--- src/rtl/scld_pkg.sv ---
// Shared types and constants for the serial command line decoder.
// No dependencies; imported by scld_matcher, the top level and the testbench.
package scld_pkg;

    // Event codes reported once per received byte
    typedef enum logic [3:0] {
        EV_NONE      = 4'd0,
        EV_ECHO      = 4'd1,
        EV_ERASE     = 4'd2,
        EV_VERSION   = 4'd3,
        EV_HELLO     = 4'd4,
        EV_ECHO_ON   = 4'd5,
        EV_ECHO_OFF  = 4'd6,
        EV_BAD_PARAM = 4'd7,
        EV_INVALID   = 4'd8,
        EV_EMPTY     = 4'd9,
        EV_TOO_LONG  = 4'd10
    } scld_event_t;

    typedef enum logic [2:0] {
        ST_IDLE,
        ST_SCAN,
        ST_DRAIN,
        ST_DECIDE,
        ST_OUT
    } scld_state_t;

    localparam logic [7:0] CH_CR = 8'h0D;
    localparam logic [7:0] CH_BS = 8'h08;

    // Positions 0..12 cover every character any command or parameter needs
    localparam int SCAN_LEN = 13;
    localparam int POS_W    = 4;

    // Words placed at their line positions in 16 character slots, position 0 in the top byte
    localparam logic [127:0] WORD_VERSION = {"print version", 24'h0};
    localparam logic [127:0] WORD_HELLO   = {"say hello", 56'h0};
    localparam logic [127:0] WORD_ECHO    = {"set echo", 64'h0};
    localparam logic [127:0] WORD_ON      = {72'h0, "on", 40'h0};
    localparam logic [127:0] WORD_OFF     = {72'h0, "off", 32'h0};

    // Bit p set: position p must match
    localparam logic [15:0] MASK_VERSION = 16'h1FFF;
    localparam logic [15:0] MASK_HELLO   = 16'h01FF;
    localparam logic [15:0] MASK_ECHO    = 16'h00FF;
    localparam logic [15:0] MASK_ON      = 16'h0600;
    localparam logic [15:0] MASK_OFF     = 16'h0E00;

    // One compare step: a stored character and whether it lies inside the line
    typedef struct packed {
        logic             valid;
        logic [POS_W-1:0] pos;
        logic [7:0]       data;
        logic             present;
    } scld_cmp_t;

    typedef struct packed {
        logic        echo;
        logic [7:0]  ch;
        scld_event_t ev;
    } scld_res_t;

    function automatic logic [7:0] word_char(input logic [127:0] w,
                                             input logic [POS_W-1:0] p);
        word_char = w[8*(15-p) +: 8];
    endfunction

endpackage

--- src/rtl/scld_line_ram.sv ---
// Line buffer storage: one write port, one read port, registered read data.
// Uses no package.
module scld_line_ram #(
    parameter int DEPTH = 64,
    parameter int AW    = 6
) (
    input  logic          aclk,
    input  logic          wr_en,
    input  logic [AW-1:0] wr_addr,
    input  logic [7:0]    wr_data,
    input  logic          rd_en,
    input  logic [AW-1:0] rd_addr,
    output logic [7:0]    rd_data
);

    logic [7:0] mem [DEPTH];
    logic [7:0] rd_data_reg;

    always_ff @(posedge aclk) begin
        if (wr_en) begin
            mem[wr_addr] <= wr_data;
        end
        if (rd_en) begin
            rd_data_reg <= mem[rd_addr];
        end
    end

    assign rd_data = rd_data_reg;

endmodule

--- src/rtl/scld_matcher.sv ---
// Prefix matcher: folds one stored character per step into match flags
// for every command and parameter word. Depends on scld_pkg.
module scld_matcher (
    input  logic                  aclk,
    input  logic                  aresetn,
    input  logic                  clear,
    input  scld_pkg::scld_cmp_t   cmp,
    output scld_pkg::scld_event_t code
);
    import scld_pkg::*;

    logic ver_ok_reg, ver_ok_next;
    logic hel_ok_reg, hel_ok_next;
    logic ech_ok_reg, ech_ok_next;
    logic on_ok_reg,  on_ok_next;
    logic off_ok_reg, off_ok_next;

    function automatic logic step_ok(input logic [127:0] w, input logic [15:0] m,
                                     input scld_cmp_t c);
        step_ok = !m[c.pos] || (c.present && (c.data == word_char(w, c.pos)));
    endfunction

    always_comb begin
        ver_ok_next = ver_ok_reg;
        hel_ok_next = hel_ok_reg;
        ech_ok_next = ech_ok_reg;
        on_ok_next  = on_ok_reg;
        off_ok_next = off_ok_reg;
        if (clear) begin
            ver_ok_next = 1'b1;
            hel_ok_next = 1'b1;
            ech_ok_next = 1'b1;
            on_ok_next  = 1'b1;
            off_ok_next = 1'b1;
        end else if (cmp.valid) begin
            ver_ok_next = ver_ok_reg & step_ok(WORD_VERSION, MASK_VERSION, cmp);
            hel_ok_next = hel_ok_reg & step_ok(WORD_HELLO, MASK_HELLO, cmp);
            ech_ok_next = ech_ok_reg & step_ok(WORD_ECHO, MASK_ECHO, cmp);
            on_ok_next  = on_ok_reg  & step_ok(WORD_ON, MASK_ON, cmp);
            off_ok_next = off_ok_reg & step_ok(WORD_OFF, MASK_OFF, cmp);
        end
    end

    always_ff @(posedge aclk) begin
        if (!aresetn) begin
            ver_ok_reg <= 1'b1;
            hel_ok_reg <= 1'b1;
            ech_ok_reg <= 1'b1;
            on_ok_reg  <= 1'b1;
            off_ok_reg <= 1'b1;
        end else begin
            ver_ok_reg <= ver_ok_next;
            hel_ok_reg <= hel_ok_next;
            ech_ok_reg <= ech_ok_next;
            on_ok_reg  <= on_ok_next;
            off_ok_reg <= off_ok_next;
        end
    end

    // First matching command wins
    always_comb begin
        priority if (ver_ok_reg) begin
            code = EV_VERSION;
        end else if (hel_ok_reg) begin
            code = EV_HELLO;
        end else if (ech_ok_reg) begin
            priority if (on_ok_reg) begin
                code = EV_ECHO_ON;
            end else if (off_ok_reg) begin
                code = EV_ECHO_OFF;
            end else begin
                code = EV_BAD_PARAM;
            end
        end else begin
            code = EV_INVALID;
        end
    end

endmodule

--- src/rtl/serial_command_line_decoder.sv ---
// Serial command line decoder, top level. Depends on scld_pkg, scld_line_ram, scld_matcher.
// Result path: any byte but a carriage return on a non-empty line goes from ST_IDLE to
//   ST_OUT and then m_tvalid; that one first runs the 13-entry buffer scan (ST_SCAN, ST_DRAIN, ST_DECIDE).
// Flow: one byte at a time; s_tready returns once the result is handed to the output
//   register, and later while the last result still waits on m_tready.
// Reset (aresetn low, synchronous): empty line, echo on, no result pending.
module serial_command_line_decoder #(
    parameter int LINE_MAX = 64
) (
    input  logic        aclk,
    input  logic        aresetn,
    // input byte stream
    input  logic        s_tvalid,
    output logic        s_tready,
    input  logic [7:0]  s_tdata,   // [7:0] rx_byte
    // result stream
    output logic        m_tvalid,
    input  logic        m_tready,
    output logic [15:0] m_tdata    // [3:0] event_res, [11:4] out_char, [12] echo_enabled
);
    import scld_pkg::*;

    localparam int AW = $clog2(LINE_MAX);
    localparam int LW = $clog2(LINE_MAX + 1);

    scld_state_t state_reg, state_next;

    logic [LW-1:0]    line_len_reg, line_len_next;
    logic             echo_on_reg, echo_on_next;
    logic [POS_W-1:0] scan_pos_reg, scan_pos_next;
    logic             cmp_valid_reg;
    logic [POS_W-1:0] cmp_pos_reg;
    scld_res_t        res_reg, res_next;
    scld_res_t        m_data_reg, m_data_next;
    logic             m_valid_reg, m_valid_next;

    logic             in_accept;
    logic             out_free;
    logic             wr_en;
    logic             rd_en;
    logic             match_clear;
    logic [7:0]       rd_data;
    scld_cmp_t        cmp;
    scld_event_t      match_code;

    assign in_accept = s_tvalid && s_tready;
    assign out_free  = !m_valid_reg || m_tready;

    // Line buffer: written at the current length, read during the scan
    scld_line_ram #(
        .DEPTH (LINE_MAX),
        .AW    (AW)
    ) u_ram (
        .aclk    (aclk),
        .wr_en   (wr_en),
        .wr_addr (line_len_reg[AW-1:0]),
        .wr_data (s_tdata),
        .rd_en   (rd_en),
        .rd_addr ({{(AW-POS_W){1'b0}}, scan_pos_reg}),
        .rd_data (rd_data)
    );

    // Read data is registered and lands in the cycle after its address; positions past the line are absent
    assign cmp.valid   = cmp_valid_reg;
    assign cmp.pos     = cmp_pos_reg;
    assign cmp.data    = rd_data;
    assign cmp.present = ({{(LW-POS_W){1'b0}}, cmp_pos_reg} < line_len_reg);

    scld_matcher u_match (
        .aclk    (aclk),
        .aresetn (aresetn),
        .clear   (match_clear),
        .cmp     (cmp),
        .code    (match_code)
    );

    // Next state
    always_comb begin
        state_next = state_reg;
        unique case (state_reg)
            ST_IDLE: begin
                if (in_accept) begin
                    if (s_tdata == CH_CR && line_len_reg != '0) begin
                        state_next = ST_SCAN;
                    end else begin
                        state_next = ST_OUT;
                    end
                end
            end
            ST_SCAN: begin
                if (scan_pos_reg == POS_W'(SCAN_LEN - 1)) begin
                    state_next = ST_DRAIN;
                end
            end
            ST_DRAIN:  state_next = ST_DECIDE;
            ST_DECIDE: state_next = ST_OUT;
            ST_OUT: begin
                if (out_free) begin
                    state_next = ST_IDLE;
                end
            end
            default:   state_next = ST_IDLE;
        endcase
    end

    // Outputs and datapath updates
    always_comb begin
        s_tready      = 1'b0;
        wr_en         = 1'b0;
        rd_en         = 1'b0;
        match_clear   = 1'b0;
        line_len_next = line_len_reg;
        echo_on_next  = echo_on_reg;
        scan_pos_next = scan_pos_reg;
        res_next      = res_reg;
        m_data_next   = m_data_reg;
        m_valid_next  = m_valid_reg && !m_tready;

        unique case (state_reg)
            ST_IDLE: begin
                s_tready = 1'b1;
                if (s_tvalid) begin
                    res_next.ev   = EV_NONE;
                    res_next.ch   = 8'h00;
                    res_next.echo = echo_on_reg;
                    if (s_tdata == CH_CR) begin
                        // non-empty line: scan first, length cleared on decide
                        if (line_len_reg == '0) begin
                            res_next.ev = EV_EMPTY;
                        end
                        match_clear   = 1'b1;
                        scan_pos_next = '0;
                    end else if (s_tdata == CH_BS) begin
                        if (line_len_reg != '0) begin
                            line_len_next = line_len_reg - LW'(1);
                            res_next.ev   = EV_ERASE;
                        end
                    end else if (line_len_reg < LW'(LINE_MAX)) begin
                        wr_en         = 1'b1;
                        line_len_next = line_len_reg + LW'(1);
                        if (echo_on_reg) begin
                            res_next.ev = EV_ECHO;
                            res_next.ch = s_tdata;
                        end
                    end else begin
                        line_len_next = '0;
                        res_next.ev   = EV_TOO_LONG;
                    end
                end
            end
            ST_SCAN: begin
                rd_en         = 1'b1;
                scan_pos_next = scan_pos_reg + POS_W'(1);
            end
            ST_DRAIN: begin
                // last compare folds into the matcher this cycle
            end
            ST_DECIDE: begin
                line_len_next = '0;
                if (match_code == EV_ECHO_ON) begin
                    echo_on_next = 1'b1;
                end else if (match_code == EV_ECHO_OFF) begin
                    echo_on_next = 1'b0;
                end
                res_next.ev   = match_code;
                res_next.ch   = 8'h00;
                res_next.echo = echo_on_next;
            end
            ST_OUT: begin
                if (out_free) begin
                    m_data_next  = res_reg;
                    m_valid_next = 1'b1;
                end
            end
            default: begin
            end
        endcase
    end

    always_ff @(posedge aclk) begin
        if (!aresetn) begin
            state_reg     <= ST_IDLE;
            line_len_reg  <= '0;
            echo_on_reg   <= 1'b1;
            scan_pos_reg  <= '0;
            cmp_valid_reg <= 1'b0;
            m_valid_reg   <= 1'b0;
        end else begin
            state_reg     <= state_next;
            line_len_reg  <= line_len_next;
            echo_on_reg   <= echo_on_next;
            scan_pos_reg  <= scan_pos_next;
            cmp_valid_reg <= rd_en;
            m_valid_reg   <= m_valid_next;
        end
    end

    // Payload registers
    always_ff @(posedge aclk) begin
        cmp_pos_reg <= scan_pos_reg;
        res_reg     <= res_next;
        m_data_reg  <= m_data_next;
    end

    assign m_tvalid = m_valid_reg;
    assign m_tdata  = {3'b000, m_data_reg.echo, m_data_reg.ch, m_data_reg.ev};

    // Checks
    a_len_bound: assert property (@(posedge aclk) disable iff (!aresetn)
        line_len_reg <= LW'(LINE_MAX))
        else $error("line length past buffer size");

    a_one_at_a_time: assert property (@(posedge aclk) disable iff (!aresetn)
        in_accept |=> !s_tready)
        else $error("second byte taken while one is in flight");

    a_scan_nonempty: assert property (@(posedge aclk) disable iff (!aresetn)
        (state_reg == ST_DECIDE) |-> (line_len_reg != '0))
        else $error("decode of an empty line");

    a_echo_only_on_decide: assert property (@(posedge aclk) disable iff (!aresetn)
        (state_reg != ST_DECIDE) |=> $stable(echo_on_reg))
        else $error("echo setting changed outside a decode");

    a_cmp_in_scan: assert property (@(posedge aclk) disable iff (!aresetn)
        cmp_valid_reg |-> (state_reg == ST_SCAN || state_reg == ST_DRAIN))
        else $error("compare step outside the buffer scan");

endmodule

--- config.mk ---
export PLATFORM = sky130hd
export DESIGN_NAME = serial_command_line_decoder
export DESIGN_NICKNAME = d
export VERILOG_FILES = /design/src/rtl/scld_pkg.sv /design/src/rtl/scld_line_ram.sv /design/src/rtl/scld_matcher.sv /design/src/rtl/serial_command_line_decoder.sv
export SDC_FILE = /design/constraint.sdc
export NUM_CORES = 1
export LEC_CHECK = 0
export BUFFER_PORTS_ARGS = -buffer_cell sky130_fd_sc_hd__clkbuf_2
export CORE_UTILIZATION = 50
export CTS_CLUSTER_DIAMETER = 150
export DETAILED_ROUTE_END_ITERATION = 12
export PLACE_DENSITY = 0.73
export SYNTH_ARGS = -nofsm -noshare
export SYNTH_HDL_FRONTEND = slang
export SYNTH_SLANG_ARGS = --single-unit
--- constraint.sdc ---
create_clock -name aclk -period 4.85 [get_ports aclk]
set_clock_uncertainty 0.15 [all_clocks]
set_input_delay 0.485 -clock aclk [delete_from_list [all_inputs] [get_ports aclk]]
set_output_delay 0.485 -clock aclk [all_outputs]
set_load 0.03 [all_outputs]
==> key figures, run 1 <==
Worst setup path
  – Startpoint types: flip-flop
  – Max incr delay on CP: around 1 ns
  – CP Cell Sequence: nor3_2, nand2_1, nor3_2, nand3_1, nor3_1
  – Worst setup EP type: flip-flop
  – Worst-path fanout max: 8
  – R2R setup slack: around 1.9 ns
  – Most common cell on crit path: nor3_2
  – CP required: about 4.7 ns
  – R2R Path Start: state_reg[0]
  – WS Path Type: reg2reg
  – Worst path top cell family by delay: simple AND/OR/NAND/NOR gates
  – Reg-to-Reg End: u_ram.mem[11][4]
  – Worst path bufs/invs: 0
  – Slowest cell on the critical path: nor3_1
  – CP arrival: approximately 2.9 ns
  – R2R cell count: 5

Clocking
  – TritonCTS clock tree: yes
  – Worst-path clk slew: around 0.07 ns
  – Root buffer cell: clkbuf_16
  – CTS Sinks: ~190
  – Worst skew pair latency: about 0.44 ns
  – Setup Buffers After CTS: 0
  – # H-tree levels: 4
  – CTS Hold Buffers Added: 0
  – Post-CTS Resized: 0
  – Clk buf depth: 2
  – TritonCTS Buffers: 17

Run
  – Max Cap Viol: 0

Pwr
  – P_int: about 3000 µW
  – PwrDens: 453 mW/mm²
  – Switching pwr: roughly 1200 µW
  – Comb pwr share: 0.193
  – Power share of the clock group: 0.307
  – Flop pwr share: 0.500
  – Leak pwr: between 0.003 and 0.004 µW
  – Max IR drop VDD: 0.357 mV
  – Sw Share: 0.292

Routing
  – DRC viols: 0
  – Routed wire length: ~18000 µm
  – Via count: a little over 5000
  – Post-detailed-route count of antenna-violating nets: 0
  – Via density: 5.96
  – Wirelength per Cell: slightly above 20 µm
  – Drt first pass iters: 5
  – 1st-iter DRT viols: 476

Layout
  – Ratio of cells with drive above 1 in the final layout: 0.170
  – Most common cell after layout, fill and taps aside: edfxtp_1
  – Commonest non-fill, non-tap cells in the layout: edfxtp_1, nand2_1, nor2_1
  – Nets: about 670
  – Final Cell Area: about 0.0094 mm²
  – Max reg flops: between 100 and 150
  – Antenna cells: 0
  – Synth-to-layout area growth: 9.37%

Worst hold path
  – Hold Path Depth: 3
  – Hold_sp: aresetn
  – Hold endpoint: state_reg[2]
  – Hold Crit Class: in2reg

Timing
  – Post-Route Setup TNS: 0 ns
  – Max transition margin: 0.181
  – Slew Limit Fails: 0
  – Peak Freq: approximately 0.34 GHz
  – Slew @ Worst Pin: 1.22 ns
  – # setup viols final: 0
  – Period utilisation layout: 0.614
  – Hold_ws: between 0.2 and 0.25 ns
  – Minimum clock period: approximately 3.0 ns
  – Hold Fails Final Rpt: 0
  – RSZ-0062 raised after global routing: no

Floorplan
  – # IOs: 30
  – Placement Rows: 47
  – Die Ht: around 130 µm
  – Core area: 0.0167 mm²
  – Die Wd: 133 µm
  – Starting Density: 0.514
  – Die area: about 0.018 mm²

Logic synthesis
  – Number of synthesized flops with an enable pin: about 160
  – Seq/Total Area, Yosys: 0.639
  – Asr flop ratio synth: 0
  – Syn avg cell area: 13.7 µm²
  – Synth cell types: 70
  – Synth Flop Type: edfxtp_1
  – YS warnings: 0
  – #FFs+latches synth: ~190
  – Gate Count Post-Synth: around 630
  – Cell Area, Synth: 0.00858 mm²

Global route
  – Met3 usage: 0.0529
  – Largest net degree at the start of global routing: 30
  – Grt total ovfl: 0
  – Routing usage on met2: 0.347
  – Busiest grt layer: met2
  – Met1 usage: 0.299
  – Initial antenna violation count: 0
  – First-pass GRT wire length: approximately 29000 µm
  – Number of global-route vias before repair: ~5200
  – All-Layer GR Usage: 0.221

Run status
  – Outcome: complete, no violations

Placement
  – Gpl congestion: 0.879
  – Number of port buffers: 26
  – Post-DP Area: between 0.008 and 0.009 mm²
  – Hpwl dp: 11900 µm
## routing by layer
metal,wire [µm],vias up
li1,-,2382
met1,7810,2587
met2,8840,194
met3,1050,36
met4,426,0
met5,0,-
## power groups by stage
stage	registers, µW	logic, µW	clock network [µW]
after floorplan	2130	638	0
after CTS	2130	825	1320
after detailed placement	2160	818	0
after global routing	2150	901	1390
final	2130	820	1300
after global placement	2150	797	0
## logic make-up (layout without fill, tap and decap cells)
kind of cell    after synthesis  count (layout)  share of synthesized area
xor+xnor                     16              16                     0.0163
flops                       193             193                      0.639
fa+ha+maj                    14              14                     0.0204
other cells                   1               3                   0.000437
buf+inv                      61              86                     0.0345
compound gates               91              91                     0.0668
simple gates                202             202                      0.121
mux                          47              47                      0.102
## metrics by stage
stage	total power, µW	instances	util	worst slack [ns]
5_1_grt	4440	872	0.562	1.58
2_1_floorplan	2760	627	-	1.89
3_3_place_gp	2950	843	0.530	1.64
4_1_cts	4270	872	0.562	1.84
6_report	4250	872	0.562	1.87
3_5_place_dp	2980	843	0.530	1.43
## cell usage after synthesis, types with 4 or more instances
master | number | area (µm²)
ha_1 | 14 | 175
clkbuf_1 | 14 | 52.6
buf_1 | 4 | 15.0
xnor2_1 | 12 | 105
a31oi_1 | 7 | 43.8
and3_1 | 10 | 62.6
nor4_1 | 11 | 68.8
dfxtp_1 | 31 | 621
a21oi_1 | 29 | 145
nand3_1 | 16 | 80.1
nand2b_1 | 8 | 50.1
nor3_1 | 24 | 120
nor2_1 | 42 | 158
and2_1 | 9 | 56.3
nor2b_1 | 5 | 31.3
buf_2 | 12 | 60.1
inv_1 | 19 | 71.3
buf_4 | 6 | 45.0
mux2i_1 | 14 | 140
nand2_1 | 52 | 195
mux4_2 | 32 | 721
edfxtp_1 | 162 | 4860
xor2_1 | 4 | 35.0
buf_6 | 4 | 45.0
o21ai_0 | 23 | 115
## layout make-up
class	instances	area, µm²
Clock inverter	12	108
Fill cell	1350	7310
Clock buffer	17	425
Tap cell	220	275
Sequential cell	193	5490
Multi-Input combinational cell	373	2810
Timing Repair Buffer	36	205
Inverter	21	78.8
## worst max-delay path by stage
| stage | start | endpoint | slack, ns | cells past startpoint |
|---|---|---|---|---|
| after global placement | s_tdata[2] | u_ram.mem[11][6] | 1.64 | 6 |
| after CTS | state_reg[0] | u_ram.mem[11][4] | 1.84 | 5 |
| after global routing | s_tdata[2] | u_ram.mem[11][4] | 1.58 | 6 |
| final | state_reg[0] | u_ram.mem[11][4] | 1.87 | 5 |
| after detailed placement | s_tdata[2] | u_ram.mem[11][1] | 1.43 | 6 |
| after floorplan | state_reg[0] | u_ram.mem[8][0] | 1.89 | 6 |
## worst min-delay path: cells and delay by family
kind / cells / cell delay, ns
AO/OA/AOI/OAI: 1 / 0.06
buffers and inverters: 1 / 0.14
AND/OR/NAND/NOR: 1 / 0.09
Note: power is estimated with default switching activity, not from simulation.
==> inputs of run 2 (changes only) <==
- PLACE_DENSITY: 0.73 -> 0.76
- clock period: 4.85 -> 2.6 ns (I/O delays scaled with it)
==> key figures, run 2 (synthesis results as in run 1) <==
Layout
  – Commonest non-fill, non-tap cells in the layout: edfxtp_1, nand2_1, nor2_1
  – Final Cell Area: between 0.009 and 0.01 mm²
  – Ratio of cells with drive above 1 in the final layout: 0.228
  – Max reg flops: about 130
  – Non-Filler Instances: 904
  – Most common cell after layout, fill and taps aside: edfxtp_1
  – Nets: 696
  – Synth-to-layout area growth: 13.8%

Worst setup path
  – Reg-to-Reg End: u_ram.mem[14][3]
  – Max incr delay on CP: 0.60 ns
  – Last element of the critical path: u_ram.mem[14][3]
  – Worst-path fanout max: 8
  – R2R Path Start: state_reg[0]
  – Worst setup EP type: flip-flop
  – WS Path Type: reg2reg
  – R2R cell count: 7
  – CP required: approximately 2.5 ns
  – Startpoint types: flip-flop
  – R2R setup slack: 0.16 ns
  – CP Launch Point: state_reg[0]
  – Slowest cell on the critical path: nor2_1
  – CP Cell Sequence: nor3_2, nand2_1, nor3_2, buf_4, buf_4, nand2_1, nor2_1
  – CP arrival: 2.36 ns

Clocking
  – Worst skew pair latency: approximately 0.44 ns
  – Setup Buffers After CTS: 0
  – TritonCTS clock tree: yes
  – Clk buf depth: 2
  – Root buffer cell: clkbuf_16
  – CTS Sinks: between 150 and 200
  – Worst-path clk slew: about 0.070 ns
  – # H-tree levels: 4
  – TritonCTS Buffers: 17

Timing
  – Hold_ws: 0.0164 ns
  – Slew @ Worst Pin: about 0.81 ns
  – Slew Limit Fails: 0
  – Hold Fails Final Rpt: 0
  – # setup viols final: 0
  – Minimum clock period: roughly 2.4 ns
  – Post-Route Setup TNS: 0 ns
  – RSZ-0062 raised after global routing: no
  – Peak Freq: between 0.4 and 0.5 GHz
  – Max transition margin: 0.457
  – Period utilisation layout: 0.940

Placement
  – Gpl congestion: ~0.9
  – Number of port buffers: 26
  – Hpwl dp: 13400 µm
  – Post-DP Area: 0.00914 mm²
  – Total placed cells including tap cells: between 800 and 900

Floorplan
  – Placement Rows: 47
  – # IOs: 30
  – Core area: approximately 0.017 mm²
  – Die area: 0.0177 mm²
  – Starting Density: 0.514
  – Die Ht: ~130 µm
  – Die Wd: about 130 µm

Global route
  – Largest net degree at the start of global routing: 39
  – Number of global-route vias before repair: 5520
  – Initial antenna violation count: 0
  – Grt total ovfl: 0
  – All-Layer GR Usage: 0.240
  – First-pass GRT wire length: between 30000 and 40000 µm

Worst hold path
  – Hold Crit Class: in2reg
  – Hold Path Depth: 4

Routing
  – Routed wire length: 19800 µm
  – Drt first pass iters: 7
  – Via density: approximately 6.1
  – 1st-iter DRT viols: 514
  – Via count: around 5500
  – Post-detailed-route count of antenna-violating nets: 0
  – Wirelength per Cell: about 22 µm
  – DRC viols: 0

Pwr
  – Final Power: approximately 8300 µW
  – Leak pwr: approximately 0.0033 µW
  – PwrDens: between 800 and 900 mW/mm²
  – Max IR drop VDD: approximately 0.66 mV

Run
  – Max Cap Viol: 0

Run status
  – Outcome: complete, no violations
==> run 2: cell types whose count changed in the layout (fill, tap and decap cells not counted), sizes merged <==
cell	change
diode	+1
clkinv	-1
buf	+28
clkinvlp	+3
inv	+1
==> run 2: stage by stage <==
stage | setup slack, ns | utilization
final | 0.156 | 0.585
after global routing | 0.00414 | 0.585
after CTS | 0.0965 | 0.584
after detailed placement | 0.0139 | 0.547
after global placement | 0.109 | 0.547
after floorplan | -0.224 | -
==> run 2: final cells by class <==
class                      instances  area, µm²
timing repair buffer              64        428
multi-input combinational        373       2890
inverter                          21       78.8
antenna                            1       2.50
sequential                       193       5490
clock buffer                      17        425
tap                              220        275
fill                            1287       6930
clock inverter                    15        186
==> run 2: how the worst min path moves through the flow <==
stage | from | end | slack (ns)
floorplan | scan_pos_reg[1] | cmp_pos_reg[1] | 0.20
global placement | res_reg[2] | m_tdata[2] | 0.25
detailed placement | res_reg[4] | m_tdata[4] | 0.25
CTS | m_tready | m_tvalid | 0.002
global route | m_tready | m_tvalid | 0.01
finish | m_tready | m_tvalid | 0.02
==> run 2: where the power goes <==
part	leakage [µW]	total, µW	switching (µW)	internal [µW]
combinational	0.00127	1860	1150	715
sequential	0.00171	3840	144	3700
clock	0.000288	2620	1230	1380
total	0.00327	8320	2520	5790
==> run 2: routing by layer <==
metal,track usage,share of wire,up-vias
met3,0.0452,0.059,50
met4,0.109,0.029,0
met2,0.389,0.50,254
met5,0,0,-
met1,0.314,0.41,2751
li1,-,-,2442
==> run 2: repair_timing <==
| item | 4_1_cts | 5_1_grt |
|---|---|---|
| gates resized for setup | 0 | 5 |
| hold buffers | 0 | 0 |
| setup endpoints to repair | 0 | 25 |
| endpoints found under the hold margin | 0 | 0 |
==> run 2: critical path: cells and delay by family, from the launching register on <==
kind,cells,cell delay [ns]
buffers and inverters,2,0.27
DFF,1,0.33
and+or+nand+nor,5,1.34
==> inputs of run 3 (changes only) <==
--- a/config.mk
+++ b/config.mk
@@ -11,4 +11,5 @@
 export DETAILED_ROUTE_END_ITERATION = 12
 export PLACE_DENSITY = 0.76
+export REMOVE_ABC_BUFFERS = 1
 export SYNTH_ARGS = -nofsm -noshare
 export SYNTH_HDL_FRONTEND = slang
==> constraint.sdc (replaced) <==
create_clock -name aclk -period 2.6 [get_ports aclk]
set_clock_uncertainty 0.15 [all_clocks]
set_input_delay 0.78 -clock aclk [delete_from_list [all_inputs] [get_ports aclk]]
set_output_delay 0.78 -clock aclk [all_outputs]
set_load 0.03 [all_outputs]
==> key figures, run 3 (synthesis results as in run 1) <==
Global route
  – Initial antenna violation count: 0
  – Busiest grt layer: met2
  – Number of global-route vias before repair: between 5000 and 6000
  – All-Layer GR Usage: 0.234
  – Largest net degree at the start of global routing: 29
  – First-pass GRT wire length: 30600 µm
  – Met1 usage: 0.308
  – Routing usage on met2: 0.387
  – Met3 usage: 0.0364
  – Grt total ovfl: 0

Worst setup path
  – Startpoint types: input pin
  – R2R Path Start: state_reg[0]
  – WS Path Type: in2reg
  – CP arrival: 2.35 ns
  – CP required: 2.51 ns
  – Worst-path fanout max: 8
  – Worst setup EP type: flip-flop
  – R2R setup slack: between 0.2 and 0.25 ns
  – R2R cell count: 5
  – Reg-to-Reg End: u_ram.mem[9][4]

Layout
  – Antenna cells: 0
  – Non-Filler Instances: 917
  – Synth-to-layout area growth: 14.2%
  – Ratio of cells with drive above 1 in the final layout: 0.235
  – Nets: just over 700
  – Post-layout util: 0.587
  – Most common cell after layout, fill and taps aside: edfxtp_1
  – Commonest non-fill, non-tap cells in the layout: edfxtp_1, nand2_1, buf_4
  – Fill count: between 1000 and 1500
  – Max reg flops: roughly 130

Routing
  – Routed wire length: between 15000 and 20000 µm
  – 1st-iter DRT viols: roughly 740
  – Via density: 6.13
  – Drt first pass iters: 6
  – Post-detailed-route count of antenna-violating nets: 0
  – Wirelength per Cell: between 20 and 25 µm
  – Via count: around 5600
  – DRC viols: 0

Pwr
  – Flop pwr share: 0.464
  – PwrDens: 846 mW/mm²
  – Comb pwr share: 0.225
  – Switching pwr: between 2000 and 2500 µW
  – P_int: roughly 5900 µW
  – Power share of the clock group: 0.311
  – Sw Share: 0.292
  – Max IR drop VDD: roughly 0.6 mV
  – Leak pwr: ~0.0033 µW

Placement
  – Total placed cells including tap cells: roughly 890
  – Hpwl dp: 13500 µm
  – Number of port buffers: 26
  – Gpl congestion: approximately 0.87

Worst hold path
  – Hold_sp: res_reg[5]
  – Hold Path Depth: 0
  – Hold endpoint: m_tdata[5]
  – Hold Crit Class: reg2reg

Clocking
  – CTS Sinks: just under 200
  – TritonCTS Buffers: 17
  – Clk buf depth: 2
  – TritonCTS clock tree: yes
  – # H-tree levels: 4
  – Worst skew pair latency: approximately 0.43 ns
  – Root buffer cell: clkbuf_16
  – Setup Buffers After CTS: 0
  – Worst-path clk slew: 0.07 ns

Floorplan
  – Placement Rows: 47
  – Die area: about 0.018 mm²
  – Core area: roughly 0.017 mm²
  – # IOs: 30
  – Starting Density: 0.514
  – Die Ht: approximately 130 µm
  – Die Wd: roughly 130 µm

Timing
  – Slew Limit Fails: 0
  – # setup viols final: 0
  – Minimum clock period: roughly 2.4 ns
  – Max transition margin: 0.409
  – Hold_ws: 0.271 ns
  – Peak Freq: slightly above 0.4 GHz
  – Slew @ Worst Pin: roughly 0.88 ns
  – Period utilisation layout: 0.939
  – RSZ-0062 raised after global routing: no
  – Post-Route Setup TNS: 0 ns
  – Hold Fails Final Rpt: 0

Run
  – Max Cap Viol: 0

Run status
  – Outcome: complete, no violations
[run 3: cell count changes in the layout (fill, tap and decap cells not counted), sizes merged]
cell / delta
inv: -1
clkinv: +1
buf: +15
clkbuf: +1
diode: -1
bufinv: +1
clkinvlp: -3
[run 3: routing by layer]
layer	share of wire	up-vias
li1	-	2482
met1	0.39	2746
met2	0.50	327
met3	0.080	67
met4	0.030	0
met5	0	-
[run 3: worst max path at each step]
stage	slack (ns)	start	endpoint	depth (start not counted)
after floorplan	-0.34	state_reg[0]	u_ram.mem[4][0]	5
after global placement	-0.46	s_tdata[3]	u_ram.mem[9][3]	7
after detailed placement	-0.59	s_tdata[3]	u_ram.mem[1][0]	7
after CTS	0.009	s_tdata[3]	u_ram.mem[15][3]	8
after global routing	0.05	s_tdata[3]	u_ram.mem[9][6]	7
final	0.16	s_tdata[3]	u_ram.mem[9][4]	7
[run 3: cell type report]
type	instances	area (µm²)	area share
sequential	193	5490	0.560
multi-input combinational	373	2840	0.290
timing repair buffer	79	541	0.0551
clock buffer	18	429	0.0438
tap	220	275	0.0281
clock inverter	13	154	0.0157
inverter	21	78.8	0.00804
[run 3: worst max-delay path, stage by stage]
cell and delay [ns]:
clkbuf_2 0.11, nor4b_4 0.14, nand2_2 0.08, a21oi_1 0.06, nor3_2 0.28, nand3_1 0.23
nor3_2 0.65
[run 3: what timing repair did]
item	in CTS	in global routing
resized for setup	3	5
endpoints found under the setup margin	24	32
hold buffers	0	0
pin swaps	0	0
[run 3: power groups by stage]
stage	logic, µW	registers (µW)	clock network [µW]
after floorplan	971	4110	0
after detailed placement	1830	3930	0
final	1870	3850	2580
after global placement	1770	3900	0
after global routing	2010	3880	2720
after CTS	1850	3860	2600
[run 3: through the flow]
step | worst slack, ns | total power [µW] | area (µm²)
6_report | 0.158 | 8300 | 9800
5_1_grt | 0.0531 | 8610 | 9800
4_1_cts | 0.00925 | 8310 | 9790
3_5_place_dp | -0.585 | 5750 | 9190
3_3_place_gp | -0.457 | 5680 | 9190
2_1_floorplan | -0.336 | 5080 | 8370
